## config.mk

```make
export PLATFORM = sky130hd
export DESIGN_NAME = ctrc_cfg_regs
export DESIGN_NICKNAME = d
export VERILOG_FILES = /design/src/ctrc_pkg.sv /design/src/ctrc_cfg_regs.sv
export SDC_FILE = /design/constraint.sdc
export NUM_CORES = 1
export LEC_CHECK = 0
export BUFFER_PORTS_ARGS = -buffer_cell sky130_fd_sc_hd__buf_2
export CAP_MARGIN = 20
export CORE_MARGIN = 2
export CORE_UTILIZATION = 43
export DETAILED_ROUTE_END_ITERATION = 10
export PLACE_DENSITY_LB_ADDON = 0.25
export SETUP_SLACK_MARGIN = 0.2
export SKIP_CTS_REPAIR_TIMING = 1
export SYNTH_ARGS = -nofsm -noshare
export SYNTH_HDL_FRONTEND = slang
export SYNTH_SLANG_ARGS = --single-unit
```

## constraint.sdc

```tcl
create_clock -name i_clk -period 2.65 [get_ports i_clk]
set_input_delay 0.53 -clock i_clk [delete_from_list [all_inputs] [get_ports i_clk]]
set_output_delay 0.53 -clock i_clk [all_outputs]
set_load 0.01 [all_outputs]
```

## src/ctrc_pkg.sv

```systemverilog
// ----------------------------------------------------------------------------
// ctrc_pkg - shared types and constants of the coin timing ratio classifier
// event codes, coin classes, register indexes and fixed field widths
// ----------------------------------------------------------------------------
`default_nettype none

package ctrc_pkg;

    localparam int TIME_W        = 16;  // captured timer value
    localparam int RATIO_W       = 16;  // q4.12 threshold
    localparam int FRAC_BITS     = 12;
    localparam int CLASS_W       = 3;
    localparam int CREDIT_W      = 9;
    localparam int CFG_REGS      = 8;
    localparam int CFG_IDX_W     = 3;
    localparam int WRAP_BITS_DEF = 8;

    localparam logic [CREDIT_W-1:0] PRICE_CENTS = 9'd120;

    localparam logic [CREDIT_W-1:0] EURO_CENTS   = 9'd100;
    localparam logic [CREDIT_W-1:0] FIFTY_CENTS  = 9'd50;
    localparam logic [CREDIT_W-1:0] TWENTY_CENTS = 9'd20;
    localparam logic [CREDIT_W-1:0] TEN_CENTS    = 9'd10;

    // register indexes
    localparam logic [CFG_IDX_W-1:0] REG_EURO_MIN   = 3'd0;
    localparam logic [CFG_IDX_W-1:0] REG_EURO_MAX   = 3'd1;
    localparam logic [CFG_IDX_W-1:0] REG_FIFTY_MIN  = 3'd2;
    localparam logic [CFG_IDX_W-1:0] REG_FIFTY_MAX  = 3'd3;
    localparam logic [CFG_IDX_W-1:0] REG_TWENTY_MIN = 3'd4;
    localparam logic [CFG_IDX_W-1:0] REG_TWENTY_MAX = 3'd5;
    localparam logic [CFG_IDX_W-1:0] REG_TEN_MIN    = 3'd6;
    localparam logic [CFG_IDX_W-1:0] REG_TEN_MAX    = 3'd7;

    typedef enum logic [1:0] {
        REQ_FIRST_RISE  = 2'd0,
        REQ_SECOND_RISE = 2'd1,
        REQ_SECOND_FALL = 2'd2,
        REQ_TIMER_WRAP  = 2'd3
    } t_req_kind;

    typedef enum logic [CLASS_W-1:0] {
        CLS_NONE   = 3'd0,
        CLS_TEN    = 3'd1,
        CLS_TWENTY = 3'd2,
        CLS_FIFTY  = 3'd3,
        CLS_EURO   = 3'd4,
        CLS_REJECT = 3'd5
    } t_coin_class;

    typedef logic [CFG_REGS-1:0][RATIO_W-1:0] t_ratio_set;

    // per-stage control carried down the pipeline
    typedef struct packed {
        logic valid;
        logic fall;    // a fall that ends a measurement
    } t_ctl;

endpackage

`default_nettype wire

```

## src/ctrc_cfg_regs.sv

```systemverilog
// ----------------------------------------------------------------------------
// ctrc_cfg_regs - ratio threshold registers
// eight q4.12 window bounds written through a plain write port
// ----------------------------------------------------------------------------
`default_nettype none

module ctrc_cfg_regs
    import ctrc_pkg::*;
(
    input  wire logic                 i_clk,
    input  wire logic                 i_rst_n,
    input  wire logic                 i_wr_en,
    input  wire logic [CFG_IDX_W-1:0] i_index,
    input  wire logic [RATIO_W-1:0]   i_data,
    output t_ratio_set                o_ratios
);

    t_ratio_set r_ratios;

    always_ff @(posedge i_clk) begin
        if (!i_rst_n) begin
            r_ratios <= '0;
        end else if (i_wr_en) begin
            r_ratios[i_index] <= i_data;
        end
    end

    assign o_ratios = r_ratios;

endmodule

`default_nettype wire

```

==> summary.md <==
| Metric | Value |
|---|---|
| Max incr delay on CP | `0.37 ns` |
| CTS sink count | `128` |
| Synth Area per Inst | `between 10 and 15 um2` |
| First-pass GRT wire length | `18,800 um` |
| Total gr overflow | `0` |
| Starting density of the core | `43.5%` |
| Max clock buf depth | `2` |
| Top Family by Delay on Critical Path | `flip-flops` |
| Post-Syn Nets | `about 460` |
| Type of the most critical hold path | `flip-flop to flip-flop` |
| Clk_skew | `0 ns` |
| Vias in the first global route | `3,550` |
| Die span in y | `108 um` |
| Post-route cell area | `0.00616 mm2` |
| Total GRT Usage | `roughly a fifth` |
| Lkg Pwr | `3.34 nW` |
| Top-Level Pins | `150` |
| Port Buf Inserts | `149` |
| Setup violations, final | `0` |
| Worst-Margin Slew | `0.617 ns` |
| H-tree lvl count | `4` |
| TritonCTS Buffers | `17` |
| Inserted Diodes | `0` |
| Largest net degree at the start of global routing | `62` |
| DR iter-0 viols | `166` |
| Layout cells sized above 1 | `approximately a third` |
| Tmin final | `1.55 ns` |
| Buf/Inv on CP | `1` |
| RSZ-0062 raised after global routing | `false` |
| Max reg flops | `between 100 and 150` |
| Yosys reg bits | `128` |
| Slew margin rel. | `58.9%` |
| Crit. End Element | `primary output` |
| Max_cap viols | `0` |
| Placed cell areas | `approximately 0.0055 mm2` |
| Syn Std Cell Area | `0.00467 mm2` |
| Sum of net half-perimeters after detailed placement | `8400 um` |
| GP Congestion | `0.765` |
| Mean routed wirelength per cell | `16.5 um` |
| Endpoints failing hold | `0` |
| Clock slew seen by the registers of the worst setup and hold paths | `around 0.06 ns` |
| Most frequent cells in the layout | `148 x buf_2, 144 x nand2_1, 128 x mux2i_1, 128 x dfxtp_1, 16 x clkbuf_16` |
| Pwr dens | `782 mW/mm2` |
| Peak VDD IR | `350 uV` |
| Core area | `0.0107 mm2` |
| Routed Wire Length | `12,200 um` |
| CTS tree | `built` |
| Distinct cells, synth | `13` |
| Crit-path slowest cell | `dfxtp_1` |
| Initial DRT Pass Iterations | `5` |
| Yosys warnings | `0` |
| Die W | `108 um` |
| Outcome | `complete, no violations` |
| Crit path required time | `2.12 ns` |
| Residual DRC | `0` |
| Fmax | `643 MHz` |
| Area Growth Syn to Fin | `31.7%` |
| Slew Viols, Final | `0` |
| Synth Instances | `439` |
| Vias per inst | `4.88` |
| Worst setup SP type | `flip-flop` |
| CP Cell Sequence | `buf_2` |
| Via count | `3,613` |
| Initial antenna violation count | `0` |
| Rows | `38` |
| Commonest non-fill, non-tap cell in the layout | `buf_2` |
| Detail Route Antenna Nets | `0` |
| Root Buffer | `clkbuf_8` |
| Setup_tns | `0 ns` |
| Crit path DAT | `1.02 ns` |
| Worst Path Max Fanout | `2` |
| Die area | `0.0117 mm2` |
| Worst-Skew Late Latency | `0.50 ns` |
| Crit Path Class | `flip-flop to primary output` |
| Crit share post-route | `58.6%` |
| Register area share after synthesis | `between 50% and 60%` |
| Net count, final | `611` |
==> report_power, final <==
group	total, W	internal, W	switching [W]	leakage (nW)
Clock	0.00257	0.00171	0.000854	0.310
Combinational	0.000257	0.0000936	0.000163	1.99
Sequential	0.00199	0.00197	0.0000239	1.04
==> tightest hold or removal path, cell delays in order (launching register included) <==
cell,delay (ns)
dfxtp_1,0.31
nand2_1,0.05
mux2i_1,0.05
==> logic make-up (layout without fill, tap and decap cells) <==
family | after synthesis | in the layout | synth area share (%)
flip-flops | 128 | 128 | 54.8
multiplexers | 128 | 128 | 27.4
AND/OR/NAND/NOR | 152 | 152 | 13.5
buffers and inverters | 31 | 193 | 4.31
==> per-stage QoR <==
step | worst slack (ns) | hold slack [ns] | std cells | utilization [%] | power (W)
2_1_floorplan | 1.28 | 0.479 | 439 | - | 0.00218
3_3_place_gp | 0.882 | 0.441 | 710 | 51.2 | 0.00228
3_5_place_dp | 0.836 | 0.446 | 710 | 51.2 | 0.00229
4_1_cts | 1.07 | 0.457 | 741 | 57.3 | 0.00484
5_1_grt | 1.05 | 0.472 | 741 | 57.3 | 0.00497
6_report | 1.10 | 0.454 | 741 | 57.3 | 0.00482
==> final timing paths <==
kind                                  start                         to  slack [ns]  depth (start not counted)
setup / recovery  o_ratios[57]$_SDFFE_PN0P_               o_ratios[57]        1.10                          1
hold / removal    o_ratios[20]$_SDFFE_PN0P_  o_ratios[20]$_SDFFE_PN0P_        0.45                          2
setup reg to reg  o_ratios[57]$_SDFFE_PN0P_  o_ratios[57]$_SDFFE_PN0P_        1.93                          2
hold reg to reg   o_ratios[20]$_SDFFE_PN0P_  o_ratios[20]$_SDFFE_PN0P_        0.45                          2
==> metal layers <==
metal	share of wire [%]	global-route usage (%)	vias up	routed length (um)
li1	-	-	1756	-
met1	45	27.8	1745	5540
met2	47	33.7	107	5800
met3	6.7	6.93	5	814
met4	0.46	5.40	0	56
met5	0	0	-	0
==> synthesized netlist by cell type <==
master | count | area (um2)
nand2_1 | 144 | 541
dfxtp_1 | 128 | 2560
mux2i_1 | 128 | 1280
buf_4 | 11 | 82.6
buf_2 | 8 | 40.0
clkbuf_1 | 8 | 30.0
buf_6 | 3 | 33.8
nand4b_1 | 3 | 26.3
nand4bb_1 | 2 | 22.5
and4bb_1 | 1 | 12.5
buf_8 | 1 | 15.0
nand4_2 | 1 | 12.5
nor4b_2 | 1 | 15.0
==> cell type report <==
type,count,area (um2)
fillers,992,4590
well taps,140,175
clock inverters,14,239
flip-flops and latches,128,2560
repair buffers,162,846
multi-input cells,280,1920
clock buffers,17,414
No activity file was read; power rests on OpenSTA's default activity.
