File: src/ctrc_pkg.sv
// ----------------------------------------------------------------------------
// ctrc_pkg - shared types and constants of the coin timing ratio classifier
// event codes, coin classes, register indexes and fixed field widths
// ----------------------------------------------------------------------------
`default_nettype none

package ctrc_pkg;

    localparam int TIME_W        = 16;  // captured timer value
    localparam int RATIO_W       = 16;  // q4.12 threshold
    localparam int FRAC_BITS     = 12;
    localparam int CLASS_W       = 3;
    localparam int CREDIT_W      = 9;
    localparam int CFG_REGS      = 8;
    localparam int CFG_IDX_W     = 3;
    localparam int WRAP_BITS_DEF = 8;

    localparam logic [CREDIT_W-1:0] PRICE_CENTS = 9'd120;

    localparam logic [CREDIT_W-1:0] EURO_CENTS   = 9'd100;
    localparam logic [CREDIT_W-1:0] FIFTY_CENTS  = 9'd50;
    localparam logic [CREDIT_W-1:0] TWENTY_CENTS = 9'd20;
    localparam logic [CREDIT_W-1:0] TEN_CENTS    = 9'd10;

    // register indexes
    localparam logic [CFG_IDX_W-1:0] REG_EURO_MIN   = 3'd0;
    localparam logic [CFG_IDX_W-1:0] REG_EURO_MAX   = 3'd1;
    localparam logic [CFG_IDX_W-1:0] REG_FIFTY_MIN  = 3'd2;
    localparam logic [CFG_IDX_W-1:0] REG_FIFTY_MAX  = 3'd3;
    localparam logic [CFG_IDX_W-1:0] REG_TWENTY_MIN = 3'd4;
    localparam logic [CFG_IDX_W-1:0] REG_TWENTY_MAX = 3'd5;
    localparam logic [CFG_IDX_W-1:0] REG_TEN_MIN    = 3'd6;
    localparam logic [CFG_IDX_W-1:0] REG_TEN_MAX    = 3'd7;

    typedef enum logic [1:0] {
        REQ_FIRST_RISE  = 2'd0,
        REQ_SECOND_RISE = 2'd1,
        REQ_SECOND_FALL = 2'd2,
        REQ_TIMER_WRAP  = 2'd3
    } t_req_kind;

    typedef enum logic [CLASS_W-1:0] {
        CLS_NONE   = 3'd0,
        CLS_TEN    = 3'd1,
        CLS_TWENTY = 3'd2,
        CLS_FIFTY  = 3'd3,
        CLS_EURO   = 3'd4,
        CLS_REJECT = 3'd5
    } t_coin_class;

    typedef logic [CFG_REGS-1:0][RATIO_W-1:0] t_ratio_set;

    // per-stage control carried down the pipeline
    typedef struct packed {
        logic valid;
        logic fall;    // a fall that ends a measurement
    } t_ctl;

endpackage

`default_nettype wire

File: src/ctrc_grade.sv
// ----------------------------------------------------------------------------
// ctrc_grade - window test, credit and result register
// first matching window wins; credit clears with a paid pulse at or above the price
// ----------------------------------------------------------------------------
`default_nettype none

module ctrc_grade
    import ctrc_pkg::*;
#(
    parameter int WRAP_BITS = WRAP_BITS_DEF
) (
    input  wire logic                                         i_clk,
    input  wire logic                                         i_rst_n,
    input  wire logic                                         i_adv,
    input  t_ctl                                              i_ctl,
    input  wire logic                                         i_a_zero,
    input  wire logic [WRAP_BITS+TIME_W+RATIO_W-1:0]          i_b_scaled,
    input  wire logic [CFG_REGS-1:0][WRAP_BITS+TIME_W+RATIO_W-1:0] i_prod,
    output logic                                              o_valid,
    output logic      [CLASS_W-1:0]                           o_coin_class,
    output logic      [CREDIT_W-1:0]                          o_credit_cents,
    output logic                                              o_person_paid
);

    logic               r_valid;
    t_coin_class        r_class,  n_class;
    logic [CREDIT_W-1:0] r_credit, n_credit;
    logic               r_paid,   n_paid;
    logic [CREDIT_W-1:0] add;
    logic [CREDIT_W-1:0] sum;
    logic               hit_euro, hit_fifty, hit_twenty, hit_ten;

    // open window: min*a < b*4096 < max*a
    assign hit_euro   = (i_b_scaled > i_prod[REG_EURO_MIN])
                     && (i_b_scaled < i_prod[REG_EURO_MAX]);
    assign hit_fifty  = (i_b_scaled > i_prod[REG_FIFTY_MIN])
                     && (i_b_scaled < i_prod[REG_FIFTY_MAX]);
    assign hit_twenty = (i_b_scaled > i_prod[REG_TWENTY_MIN])
                     && (i_b_scaled < i_prod[REG_TWENTY_MAX]);
    assign hit_ten    = (i_b_scaled > i_prod[REG_TEN_MIN])
                     && (i_b_scaled < i_prod[REG_TEN_MAX]);

    always_comb begin
        n_class = CLS_NONE;
        add     = '0;
        if (i_ctl.fall) begin
            if (i_a_zero) begin
                n_class = CLS_REJECT;
            end else if (hit_euro) begin
                n_class = CLS_EURO;
                add     = EURO_CENTS;
            end else if (hit_fifty) begin
                n_class = CLS_FIFTY;
                add     = FIFTY_CENTS;
            end else if (hit_twenty) begin
                n_class = CLS_TWENTY;
                add     = TWENTY_CENTS;
            end else if (hit_ten) begin
                n_class = CLS_TEN;
                add     = TEN_CENTS;
            end else begin
                n_class = CLS_REJECT;
            end
        end
        sum      = r_credit + add;
        n_credit = r_credit;
        n_paid   = 1'b0;
        if (i_ctl.fall) begin
            if (sum >= PRICE_CENTS) begin
                n_credit = '0;
                n_paid   = 1'b1;
            end else begin
                n_credit = sum;
            end
        end
    end

    // credit state doubles as the result's credit field
    always_ff @(posedge i_clk) begin
        if (!i_rst_n) begin
            r_valid  <= 1'b0;
            r_credit <= '0;
        end else if (i_adv) begin
            r_valid <= i_ctl.valid;
            if (i_ctl.valid) begin
                r_credit <= n_credit;
            end
        end
    end

    always_ff @(posedge i_clk) begin
        if (i_adv) begin
            r_class <= n_class;
            r_paid  <= n_paid;
        end
    end

    assign o_valid        = r_valid;
    assign o_coin_class   = r_class;
    assign o_credit_cents = r_credit;
    assign o_person_paid  = r_paid;

endmodule

`default_nettype wire
File: config.mk
export PLATFORM = sky130hd
export DESIGN_NAME = ctrc_grade
export DESIGN_NICKNAME = d
export VERILOG_FILES = /design/src/ctrc_pkg.sv /design/src/ctrc_grade.sv
export SDC_FILE = /design/constraint.sdc
export NUM_CORES = 1
export LEC_CHECK = 0
export BUFFER_PORTS_ARGS = -buffer_cell sky130_fd_sc_hd__buf_2
export CORE_AREA = 5 5 146 148
export CTS_CLUSTER_DIAMETER = 120
export DETAILED_ROUTE_END_ITERATION = 16
export DIE_AREA = 0 0 151 153
export GPL_TIMING_DRIVEN = 1
export PLACE_DENSITY_LB_ADDON = 0.25
export SETUP_SLACK_MARGIN = 0.1
export SYNTH_ARGS = -nofsm -noshare
export SYNTH_HDL_FRONTEND = slang
export SYNTH_SLANG_ARGS = --single-unit
File: constraint.sdc
create_clock -name i_clk -period 6.85 [get_ports i_clk]
set_input_delay 1.0275 -clock i_clk [delete_from_list [all_inputs] [get_ports i_clk]]
set_output_delay 1.0275 -clock i_clk [all_outputs]
set_load 0.03 [all_outputs]
==> key figures <==
Status
  • Status: complete, no violations

Timing
  • Period Utilization, post-route: 81.6%
  • Tmin final: 5590 ps
  • Fin Setup TNS: 0 ps
  • Fmax: 0.179 GHz
  • RSZ-0062 raised after global routing: false
  • Final WS setup: ~1300 ps
  • Worst-Margin Slew: between 800 and 900 ps
  • # setup viols final: 0
  • Setup Skew: around 2.1 ps
  • Worst slew margin: 42.1%
  • Final max-slew violation count: 0
  • Hold Fails Final Rpt: 0

Die
  • # rows: 52
  • DIE AREA: between 20000 and 25000 um^2
  • # IOs: 380
  • Core Region: 19900 um^2
  • Initial Util: 43.7%
  • Die span in y: ~150 um
  • Die width: between 150 and 200 um

Clock tree
  • Clock Sinks: 13
  • Setup Buffers After CTS: 0
  • Post-CTS resize count: 0
  • Hold_buf cts: 0
  • Worst-path clk slew: roughly 40 ps
  • CTS H-tree depth: 1
  • CTS tree: done
  • Later-pin clock latency in the skew report: ~240 ps
  • Total clock buffers created by CTS: 3
  • Worst-case clock buffer depth: 2
  • CTS root buffer: clkbuf_16

Flow run
  • Maxcap violations: 0

Yosys
  • XOR/XNOR Fraction of Synth Area: 0.605%
  • Post-synth ARST share: 0%
  • Synth Area in Simple Gates: about 15%
  • Unique masters post-synth: 55
  • Largest family of logic cells by synthesized area: adder cells
  • Synth Area in Compound Gates: between 20% and 30%
  • Average size of a mapped cell: approximately 7.2 um^2
  • #FFs+latches synth: 13
  • Gate Count Post-Synth: ~1.2k
  • Top post-synthesis cells by area: ha_1 46%, inv_1 14%, a21oi_1 7.3%, nand4_1 4.0%, a21o_1 3.7%
  • Post-synth net total: about 1.9k
  • Commonest cells post-synth: 322 x ha_1, 319 x inv_1, 126 x a21oi_1
  • Cell taking the most area after synthesis: ha_1
  • Post-synth top area share: 46.4%
  • Seq/Total Area, Yosys: 3.45%
  • Mux contribution to synthesized area: less than 1%
  • Synth warn: 0
  • Top-count cell post-synth: ha_1
  • Post-synth EDFFs: 4
  • Mapped Area: 8690 um^2
  • Adder-Cell Fraction of Synth Area: 46.6%
  • Post-synth top flop: dfxtp_1

Critical path
  • CP max-delay cell: nor4_1
  • WP data arrival: 5780 ps
  • FF-to-FF setup slack: between 4000 and 5000 ps
  • Crit path capture type: register
  • Biggest cell delay along the critical path: about 780 ps
  • Max FO, Critical Path: 8
  • Crit path cell chain: buf_2, ha_1, nand4_1, nor4_1, nor4b_1, a22oi_1, a21oi_1, a211oi_4, a31oi_1, nor2_1, fa_1, a21o_1, a21oi_1, o21bai_1, a21oi_1, xnor2_1, a41o_1, nor3_2, a22o_1
  • Setup Crit Path Kind: input pin to register
  • CP most frequent cell: a21oi_1
  • Crit path launch type: input pin
  • WP data required: ~7000 ps

Detailed routing
  • Total number of vias: approximately 9.5k
  • DR vias/cell: 5.13
  • 1st-iter DRT viols: ~360
  • Drt pass-1 iters: 6
  • Residual DRC: 0
  • Routed len/inst: 16.7 um
  • Routed Antenna Nets: 0
  • Final Routed Wirelength: about 31 mm

Pwr
  • Tot Pwr: roughly 800 uW
  • Power density cells: approximately 73 nW/um^2
  • VDD IR max: 0.154 mV
  • Leak pwr: slightly above 0.007 uW

Final layout
  • Seq. cell area: between 300 and 400 um^2
  • Antenna cells: 0
  • Multi-input gate area: about 7200 um^2
  • Nets: approximately 2.3k
  • Share of layout cells above drive strength 1: 24.8%
  • Filler instances: around 2k
  • Area grow syn2layout: 26.5%

GRT
  • Number of global-route vias before repair: about 9.5k
  • First-pass GRT wire length: approximately 47 mm
  • Largest net degree at the start of global routing: 9
  • Gr usage total: 25.2%
  • Grt total ovfl: 0
  • Initial antenna violation count: 0

Placement
  • Number of port buffers: approximately 380
  • RePlAce Congestion: around 0.94
  • Post-DP HPWL: 28.2 mm
  • Pre-CTS setup slack: approximately 1100 ps

Hold path
  • HP Class: register to register
==> power by group <==
| part | switching, uW | internal [uW] |
|---|---|---|
| combinational | 333 | 270 |
| clock | 32.7 | 78.5 |
| sequential | 1.35 | 83.0 |
| total | 367 | 431 |
==> flip-flops by register name, indices dropped and copies added, names as in the netlist <==
| name | flops |
|---|---|
| o_coin_class | 3 |
| o_credit_cents | 8 |
| o_person_paid | 1 |
| o_valid | 1 |
==> cell families (layout without fill, tap and decap cells) <==
logic type	after synthesis	in the layout
other	1	1
buffers and inverters	320	701
XOR/XNOR	6	6
AO/OA/AOI/OAI	282	282
flip-flops	13	13
AND/OR/NAND/NOR	256	256
adder cells (fa/ha/maj)	323	323
multiplexers	1	1
==> routing by layer <==
layer	up-vias	share of wire [%]	track usage (%)
li1	4944	-	-
met1	4209	45	34.7
met4	0	1.7	4.66
met2	313	47	43.1
met3	40	6.1	2.22
met5	-	0	0
==> critical path, delay by kind of cell <==
kind                     cells  cell delay, ps
XOR/XNOR                     1              90
buffers and inverters        1             170
adder cells (fa/ha/maj)      2             790
AO/OA/AOI/OAI               10            2000
AND/OR/NAND/NOR              5            1690
==> worst paths after layout <==
check	startpoint	to	cells after the start
min reg2reg	o_credit_cents[8]	o_credit_cents[8]	1
max reg2reg	o_credit_cents[1]	o_credit_cents[2]	10
min	o_credit_cents[8]	o_credit_cents[8]	1
max	i_b_scaled[22]	o_credit_cents[2]	19
==> final cells by class <==
class / count / share of cell area [%]
clock buffer: 4 / 0.717
inverter: 319 / 10.9
multi-input combinational: 869 / 65.4
sequential: 13 / 2.73
tap: 270 / 3.07
timing repair buffer: 378 / 17.2
==> placed cells by master (no fill, tap or decap), types with 2 or more instances in the layout <==
master	count
a31oi_1	5
or2_2	2
edfxtp_1	4
o21ai_0	42
nor2b_1	10
nand3_1	29
nor4_1	9
a2111oi_0	5
o21bai_1	2
and2_1	2
nor2_1	38
buf_2	378
or3_1	3
a221oi_1	5
a21o_1	43
and4_1	2
clkbuf_16	3
a211o_1	3
a211oi_1	10
o32ai_1	2
a21oi_1	126
and3_1	5
a22o_1	6
dfxtp_1	9
a41o_1	2
inv_1	319
nand2_1	75
a22oi_1	3
nand4_1	55
nor3_1	12
o21a_1	5
o211ai_1	9
xnor2_1	5
ha_1	322
o2111ai_1	2
o31ai_1	4
nand2b_1	7
==> per-stage QoR <==
step / instance area (um^2) / hold slack, ps / utilization, % / std cells
finish: 11000 / 515 / 55.2 / 1853
global route: 11000 / 524 / 55.2 / 1853
CTS: 11000 / 514 / 55.2 / 1853
detailed placement: 10900 / 498 / 54.8 / 1849
global placement: 10900 / 481 / 54.8 / 1849
floorplan: 8690 / 630 / - / 1202
(Power assumes the default switching activity.)
