===== src/ctrc_pkg.sv =====
// ----------------------------------------------------------------------------
// ctrc_pkg - shared types and constants of the coin timing ratio classifier
// event codes, coin classes, register indexes and fixed field widths
// ----------------------------------------------------------------------------
`default_nettype none

package ctrc_pkg;

    localparam int TIME_W        = 16;  // captured timer value
    localparam int RATIO_W       = 16;  // q4.12 threshold
    localparam int FRAC_BITS     = 12;
    localparam int CLASS_W       = 3;
    localparam int CREDIT_W      = 9;
    localparam int CFG_REGS      = 8;
    localparam int CFG_IDX_W     = 3;
    localparam int WRAP_BITS_DEF = 8;

    localparam logic [CREDIT_W-1:0] PRICE_CENTS = 9'd120;

    localparam logic [CREDIT_W-1:0] EURO_CENTS   = 9'd100;
    localparam logic [CREDIT_W-1:0] FIFTY_CENTS  = 9'd50;
    localparam logic [CREDIT_W-1:0] TWENTY_CENTS = 9'd20;
    localparam logic [CREDIT_W-1:0] TEN_CENTS    = 9'd10;

    // register indexes
    localparam logic [CFG_IDX_W-1:0] REG_EURO_MIN   = 3'd0;
    localparam logic [CFG_IDX_W-1:0] REG_EURO_MAX   = 3'd1;
    localparam logic [CFG_IDX_W-1:0] REG_FIFTY_MIN  = 3'd2;
    localparam logic [CFG_IDX_W-1:0] REG_FIFTY_MAX  = 3'd3;
    localparam logic [CFG_IDX_W-1:0] REG_TWENTY_MIN = 3'd4;
    localparam logic [CFG_IDX_W-1:0] REG_TWENTY_MAX = 3'd5;
    localparam logic [CFG_IDX_W-1:0] REG_TEN_MIN    = 3'd6;
    localparam logic [CFG_IDX_W-1:0] REG_TEN_MAX    = 3'd7;

    typedef enum logic [1:0] {
        REQ_FIRST_RISE  = 2'd0,
        REQ_SECOND_RISE = 2'd1,
        REQ_SECOND_FALL = 2'd2,
        REQ_TIMER_WRAP  = 2'd3
    } t_req_kind;

    typedef enum logic [CLASS_W-1:0] {
        CLS_NONE   = 3'd0,
        CLS_TEN    = 3'd1,
        CLS_TWENTY = 3'd2,
        CLS_FIFTY  = 3'd3,
        CLS_EURO   = 3'd4,
        CLS_REJECT = 3'd5
    } t_coin_class;

    typedef logic [CFG_REGS-1:0][RATIO_W-1:0] t_ratio_set;

    // per-stage control carried down the pipeline
    typedef struct packed {
        logic valid;
        logic fall;    // a fall that ends a measurement
    } t_ctl;

endpackage

`default_nettype wire


===== src/ctrc_span.sv =====
// ----------------------------------------------------------------------------
// ctrc_span - event decode and interval measurement
// keeps edge times, wrap count and time a; emits times a and b on a fall
// ----------------------------------------------------------------------------
`default_nettype none

module ctrc_span
    import ctrc_pkg::*;
#(
    parameter int WRAP_BITS = WRAP_BITS_DEF
) (
    input  wire logic                            i_clk,
    input  wire logic                            i_rst_n,
    input  wire logic                            i_accept,
    input  wire logic                            i_adv,
    input  wire logic [1:0]                      i_req_type,
    input  wire logic [TIME_W-1:0]               i_capture_time,
    output t_ctl                                 o_ctl,
    output logic      [WRAP_BITS+TIME_W-1:0]     o_span_b,
    output logic      [WRAP_BITS+TIME_W-1:0]     o_span_a
);

    localparam int SPAN_W = WRAP_BITS + TIME_W;

    logic [TIME_W-1:0]    r_first_time,  n_first_time;
    logic [TIME_W-1:0]    r_second_time, n_second_time;
    logic [WRAP_BITS-1:0] r_wrap_count,  n_wrap_count;
    logic [SPAN_W-1:0]    r_transit,     n_transit;
    logic                 r_awaiting,    n_awaiting;
    t_ctl                 r_ctl,         n_ctl;
    logic [SPAN_W-1:0]    r_span_b,      n_span_b;
    logic [SPAN_W-1:0]    r_span_a;
    t_req_kind            kind;

    // wraps * 65536 + now - start; modulo 65536 when no wrap was seen
    function automatic logic [SPAN_W-1:0] f_span(
        input logic [TIME_W-1:0]    start,
        input logic [TIME_W-1:0]    now,
        input logic [WRAP_BITS-1:0] wraps
    );
        logic [SPAN_W-1:0] diff;
        diff = {wraps, now} - SPAN_W'(start);
        if (wraps == '0) begin
            return SPAN_W'(diff[TIME_W-1:0]);
        end
        return diff;
    endfunction

    assign kind = t_req_kind'(i_req_type);

    always_comb begin
        n_first_time  = r_first_time;
        n_second_time = r_second_time;
        n_wrap_count  = r_wrap_count;
        n_transit     = r_transit;
        n_awaiting    = r_awaiting;
        n_ctl.valid   = i_accept;
        n_ctl.fall    = 1'b0;
        n_span_b      = f_span(r_second_time, i_capture_time, r_wrap_count);
        if (i_accept) begin
            unique case (kind)
                REQ_FIRST_RISE: begin
                    n_first_time = i_capture_time;
                    n_wrap_count = '0;
                end
                REQ_SECOND_RISE: begin
                    if (!r_awaiting) begin
                        n_transit     = f_span(r_first_time, i_capture_time, r_wrap_count);
                        n_second_time = i_capture_time;
                        n_wrap_count  = '0;
                        n_awaiting    = 1'b1;
                    end
                end
                REQ_SECOND_FALL: begin
                    if (r_awaiting) begin
                        n_awaiting = 1'b0;
                        n_ctl.fall = 1'b1;
                    end
                end
                REQ_TIMER_WRAP: begin
                    // saturate at all ones
                    if (r_wrap_count != '1) begin
                        n_wrap_count = r_wrap_count + 1'b1;
                    end
                end
            endcase
        end
    end

    always_ff @(posedge i_clk) begin
        if (!i_rst_n) begin
            r_first_time  <= '0;
            r_second_time <= '0;
            r_wrap_count  <= '0;
            r_transit     <= '0;
            r_awaiting    <= 1'b0;
            r_ctl         <= '0;
        end else begin
            r_first_time  <= n_first_time;
            r_second_time <= n_second_time;
            r_wrap_count  <= n_wrap_count;
            r_transit     <= n_transit;
            r_awaiting    <= n_awaiting;
            if (i_adv) begin
                r_ctl <= n_ctl;
            end
        end
    end

    // time a is read before any update; only a second rise changes it
    always_ff @(posedge i_clk) begin
        if (i_adv) begin
            r_span_b <= n_span_b;
            r_span_a <= r_transit;
        end
    end

    assign o_ctl    = r_ctl;
    assign o_span_b = r_span_b;
    assign o_span_a = r_span_a;

endmodule

`default_nettype wire


===== config.mk =====
export PLATFORM = sky130hd
export DESIGN_NAME = ctrc_span
export DESIGN_NICKNAME = d
export VERILOG_FILES = /design/src/ctrc_pkg.sv /design/src/ctrc_span.sv
export SDC_FILE = /design/constraint.sdc
export NUM_CORES = 1
export LEC_CHECK = 0
export ABC_AREA = 1
export BUFFER_PORTS_ARGS = -buffer_cell sky130_fd_sc_hd__buf_4
export CORE_AREA = 2 2 187 152
export DETAILED_ROUTE_END_ITERATION = 7
export DIE_AREA = 0 0 189 154
export PLACE_DENSITY = 0.51
export SLEW_MARGIN = 15
export SYNTH_ARGS = -nofsm -noshare
export SYNTH_HDL_FRONTEND = slang
export SYNTH_SLANG_ARGS = --single-unit

===== constraint.sdc =====
create_clock -name i_clk -period 2.5 [get_ports i_clk]
set_clock_uncertainty 0.15 [all_clocks]
set_input_delay 0.25 -clock i_clk [delete_from_list [all_inputs] [get_ports i_clk]]
set_output_delay 0.25 -clock i_clk [all_outputs]
set_load 0.01 [all_outputs]

==> metrics.txt, run 1 <==
outcome finished clean; CP max FO 4; Clock H-tree levels 4; Ports slightly above 70; Final Net Count 1,046; worst hold path class primary input to flop; PD cells roughly 670 mW/mm2; Initial Utilization 24.7%; Worst R2R Path Depth 13; DR vias/cell 4.36; Slew @ Worst Pin 0.721 ns; hold slack 0.0212 ns; final hold vios 0; TritonCTS Sinks 115; vias 5,936; Seq/Total Area, Yosys 41.5%; CTS clock-pin slew for the worst setup and hold paths 0.05 ns; largest net degree at the start of global routing between 50 and 60; Setup TNS Final 0 ns; reg-to-reg slack, setup 0.24 ns; DR iter-0 viols 364; CTS tree built; Top FF cell, synth dfxtp_1; Highest Clock Rate 424 MHz; Syn. warnings 0; max_cap viols 0; Tot Pwr 0.00571 W; RSZ-0062 raised after global routing true; count leader, synth nand2_1; EDFF count, synth between 40 and 50; Area Growth Syn to Fin 26.4%; WL/cell 14.6 um; async set-or-reset flop fraction in the synthesized netlist 0%; ANT nets after route 0; root buf cell clkbuf_16; hold endpoint r_first_time[5]; post-synthesis cell area 0.00670 mm2; Final setup violation count 0; min Tclk post-route 2.36 ns; Synth area leader edfxtp_1; Die Wd 189 um; Initial DRT Pass Iterations 5; top cells by instance count after synthesis nand2_1 (183), inv_1 (131), a21oi_1 (91), nor2_1 (83), dfxtp_1 (67); Hold Path Depth 3; post-CTS setup buffers 0; Max Slew Vio Count 0; first-pass GRT wire length 31,500 um; Max-slew headroom between 50% and 60%; GP Congestion 0.879; Peak VDD IR 0.000489 V; vias in the first global route 5,596; GR Util All Layers 14.3%; Leak 3.75 nW; top cells by area, synth edfxtp_1 (22%), dfxtp_1 (20%), nand2_1 (10%); final WL 19,900 um; FF-to-FF Start r_second_time[0]; Setup CP Type primary input to flop; period utilisation layout 94.4%; share of Yosys cell area claimed by the top area cell type between 20% and 30%; FF+latch count, synth approximately 120; endpoint class of the critical path flop; layout cells sized above 1 16.5%; Mapped Cells between 800 and 900; Req. time, crit path 2.59 ns; Die H 154 um; drt drc 0; die area 0.0291 mm2; GRT overflow 0; Buffers on Ports 71; initial antenna violation count 0; core area 0.0271 mm2; Clock Path Buffers 2; Mapped Avg Cell Area between 7 and 8 um2; CP startpoint kind primary input; Unique masters post-synth 38; DP Wirelength about 15,000 um; crit path DAT 2.45 ns; clk_lat worst skew 0.43 ns; Synthesized Nets ~950; min-delay src i_capture_time[5]; R2R Path End o_span_b[16]; n_diodes 0; Rows between 50 and 60; Num CTS Buffers 17
-- registers in the layout, summed over array words and instances (netlist names) --
name           cells
r_awaiting         1
r_second_time     16
o_span_b          24
r_wrap_count       8
o_span_a          24
r_first_time      16
o_ctl              2
r_transit         24
-- layout by cell type (no fill, tap or decap), types with 3 or more instances in the layout --
| cell type | Yosys | final |
|---|---|---|
| edfxtp_1 | 48 | 48 |
| inv_1 | 131 | 131 |
| nor2_2 | 11 | 12 |
| buf_4 | 2 | 84 |
| ha_1 | 39 | 38 |
| nor2_1 | 83 | 82 |
| clkbuf_1 | 12 | 3 |
| o21ai_1 | 5 | 5 |
| a21oi_1 | 91 | 91 |
| nand2_1 | 183 | 183 |
| clkbuf_16 | 0 | 18 |
| nor3_1 | 6 | 5 |
| inv_2 | 5 | 5 |
| nand4_1 | 18 | 18 |
| nand3_1 | 52 | 51 |
| nand2_2 | 15 | 14 |
| xnor2_1 | 7 | 7 |
| xor2_1 | 18 | 18 |
| o21a_1 | 3 | 3 |
| nand3_2 | 6 | 7 |
| clkinv_2 | 0 | 4 |
| nand3b_1 | 3 | 3 |
| o21ai_0 | 53 | 53 |
| nor2_4 | 3 | 3 |
| dfxtp_1 | 67 | 67 |
| dlygate4sd3_1 | 0 | 16 |
-- power breakdown --
part	internal, W	switching [W]
sequential	0.00209	0.0000462
clock	0.00157	0.000891
combinational	0.000419	0.000695
-- worst max-delay path, stage by stage --
cell,delay (ns)
dlygate4sd3_1,0.53
buf_4,0.16
ha_1,0.35
nand2_1,0.15
inv_1,0.07
a21oi_1,0.21
nor2_1,0.09
o21ai_1,0.25
nand4_1,0.12
a21oi_1,0.25
-- routing by layer --
metal	share of wire (%)	GRT usage (%)	wire length, um
met1	51	20.8	10200
met2	41	20.5	8130
met3	6.6	3.72	1320
met4	1.4	3.87	269
met5	0	0	0
-- worst max-delay path by stage --
stage	slack (ns)	from	end	cells past startpoint
after floorplan	0.45	i_capture_time[0]	o_span_b[16]	13
after global placement	0.13	i_capture_time[0]	o_span_b[16]	15
after detailed placement	0.06	i_capture_time[0]	o_span_b[16]	15
after CTS	0.08	i_capture_time[1]	o_span_b[16]	15
after global routing	-0.01	i_capture_time[1]	o_span_b[16]	15
final	0.14	i_capture_time[6]	o_span_b[19]	10
-- cell families after synthesis --
group | synth area share (%)
xor gates and xnor gates | 3.27
adders and majority gates | 7.88
and+or+nand+nor | 25.4
AOI/OAI and AO/OA | 12.5
DFF | 41.5
buffers and inverters | 9.39
-- stage by stage --
stage | worst slack [ns] | area (um2) | utilization [%] | std cells
global placement | 0.133 | 7700 | 28.4 | 1312
floorplan | 0.454 | 6700 | - | 883
CTS | 0.0769 | 8450 | 31.2 | 1360
global route | -0.0112 | 8470 | 31.3 | 1360
detailed placement | 0.0634 | 7700 | 28.4 | 1312
finish | 0.140 | 8470 | 31.3 | 1360
-- repair_timing --
action | in CTS | in global routing
resized for setup | 0 | 5
hold buffers | 16 | 0
setup endpoints to repair | 0 | 6
hold endpoints to repair | 24 | 0
-- area by class of cell --
cell class / instances / area, um2
flip-flops and latches: 115 / 2780
multi-input cells: 610 / 3310
fillers: 2899 / 18600
well taps: 364 / 455
inverters: 138 / 520
clock buffers: 23 / 489
repair buffers: 101 / 811
clock inverters: 9 / 101
(Power assumes the default switching activity.)
==> run 2, diff against run 1 <==
CTS_CLUSTER_SIZE = 16   (was not set)
REMOVE_ABC_BUFFERS = 1   (was not set)
SLEW_MARGIN = not set   (was 15)
==> metrics.txt, run 2 (same netlist as run 1, synthesis figures left out) <==
Setup CP Type primary input to flop; Rows 54 (unchanged); filler instances 2,915 (+0.55%); pre-CTS setup slack 0.168 ns (+0.105 ns); vias in the first global route 5,826 (+4.1%); Buffers on Ports 71 (unchanged); WL/cell 14.8 um (+0.98%); CP max FO 3 (-1); Req. time, crit path 2.63 ns (+0.04 ns); Final Cell Area 0.00832 mm2 (-1.8%); Die Wd 189 um (unchanged); vias 5,896 (-0.67%); outcome finished clean; hold slack 0.0163 ns (-0.00484 ns); Initial DRT Pass Iterations 4 (-1); GP Congestion 0.878 (about the same); n_diodes 0 (unchanged); Worst path most repeated cell nand2_1; Max Slew Vio Count 0 (unchanged); crit path DAT 2.48 ns (+0.03 ns); CP cell instances dlygate4sd3_1 > buf_4 > inv_1 > ha_4 > fa_2 > inv_1 > nand3_1 > nand2_1 > nand2_1 > nand2_2 > nand2_2 > nand2_2 > nand3_2 > nand2_1 > nand2_1 > a21oi_2; Area after DPL 0.00771 mm2 (about the same); Highest Clock Rate 426 MHz (+0.53%); core area 0.0271 mm2 (unchanged); Tot Pwr 0.00553 W (-3.3%); Die H 154 um (unchanged); endpoint class of the critical path flop; GRT overflow 0 (unchanged); Peak VDD IR 0.000444 V (-9.1%); Leak 3.68 nW (-1.8%); multi-input logic area 0.00332 mm2 (+0.11%); PD cells 664 mW/mm2 (-1.5%); initial antenna violation count 0 (unchanged); die area 0.0291 mm2 (unchanged); CP max-delay cell dlygate4sd3_1; DP Wirelength 15,200 um (about the same); TritonCTS Sinks 115 (unchanged); final hold vios 0 (unchanged); CTS tree built; max_cap viols 0 (unchanged); layout cells sized above 1 17.1% (+0.61 points); slowest stage delay, CP 0.53 ns (about the same); Max-slew headroom 49.0% (-2.9 points); Worst Slack Setup Final 0.153 ns (+0.0125 ns); post-CTS setup buffers 0 (unchanged); largest net degree at the start of global routing 52 (unchanged); Final setup violation count 0 (unchanged); CTS clock-pin slew for the worst setup and hold paths 0.07 ns (+0.02 ns); Final Net Count 1,034 (-1.1%); CP startpoint kind primary input; Clock Path Buffers 2 (unchanged); DR iter-0 viols 436 (+20%); clk_lat worst skew 0.42 ns (about the same); Num CTS Buffers 17 (unchanged); Clock H-tree levels 4 (unchanged); Area Growth Syn to Fin 24.1%; FF/Latch Area 0.00278 mm2 (unchanged); Slew @ Worst Pin 0.764 ns (+0.0431 ns); ANT nets after route 0 (unchanged); DR vias/cell 4.37 (+0.21%); Initial Utilization 24.7% (unchanged); most frequent cells in the layout nand2_1 (183), inv_1 (131), a21oi_1 (90), buf_4 (85), nor2_1 (82); GR Util All Layers 14.2% (-0.055 points); final WL 19,900 um (about the same); root buf cell clkbuf_16; period utilisation layout 93.9% (-0.50 points); first-pass GRT wire length 31,800 um (+1.0%); min Tclk post-route 2.35 ns (-0.0125 ns); most common cell after layout, fill and taps aside nand2_1; worst hold path class primary input to flop; Ports 72 (unchanged); drt drc 0 (unchanged)
==> run 2: cell count changes in the layout (fill, tap and decap cells not counted), sizes merged, moves of 2 or more <==
cell and change:
dlygate4sd3 -13, clkinv +6, clkbuf -5, bufinv -2, inv +2
==> run 2: layout make-up <==
type | instances | share of cell area, %
multi-input cells | 610 | 39.9
flip-flops and latches | 115 | 33.5
inverters | 138 | 6.26
repair buffers | 89 | 8.27
clock inverters | 14 | 1.26
clock buffers | 18 | 5.42
well taps | 364 | 5.48
==> run 2: through the flow <==
stage / TNS (ns) / utilization [%] / std cells
final: 0 / 30.7 / 1348
after global routing: -0.00275 / 30.7 / 1348
after CTS: 0 / 30.6 / 1348
after detailed placement: 0 / 28.5 / 1313
after global placement: 0 / 28.5 / 1313
after floorplan: -1.41 / - / 863
==> run 2: critical path, delay by kind of cell <==
family                   cells  cell delay (ns)
adder cells (fa/ha/maj)      2             0.54
buffers and inverters        4             0.81
AO/OA/AOI/OAI                1             0.11
AND/OR/NAND/NOR              9             0.76
==> run 2: what timing repair did <==
item / in CTS / in global routing
resized for setup: 0 / 5
endpoints found under the setup margin: 0 / 7
hold endpoints to repair: 6 / 0
hold buffers: 3 / 0
==> run 2: power breakdown <==
| group | switching (W) | leakage (nW) | total [W] | internal [W] |
|---|---|---|---|---|
| sequential | 0.0000430 | 1.03 | 0.00213 | 0.00209 |
| combinational | 0.000700 | 2.37 | 0.00111 | 0.000408 |
| clock | 0.000953 | 0.276 | 0.00229 | 0.00133 |
| total | 0.00170 | 3.68 | 0.00553 | 0.00383 |
==> run 2: final timing paths <==
check | depth (start not counted) | slack [ns] | from | to
min reg2reg | 0 | 0.27 | r_transit[7] | o_span_a[7]
min | 3 | 0.02 | i_capture_time[2] | r_first_time[2]
max | 16 | 0.15 | i_capture_time[0] | o_span_b[16]
max reg2reg | 10 | 0.31 | r_second_time[10] | o_span_b[23]
==> run 2: metal layers <==
metal / wire (um) / vias to the layer above / share of wire [%] / global-route usage (%)
met5: 0 / - / 0 / 0
met1: 10400 / 2700 / 52 / 20.2
li1: - / 3063 / - / -
met3: 1130 / 11 / 5.7 / 3.88
met4: 134 / 0 / 0.67 / 3.42
met2: 8230 / 122 / 41 / 21.2
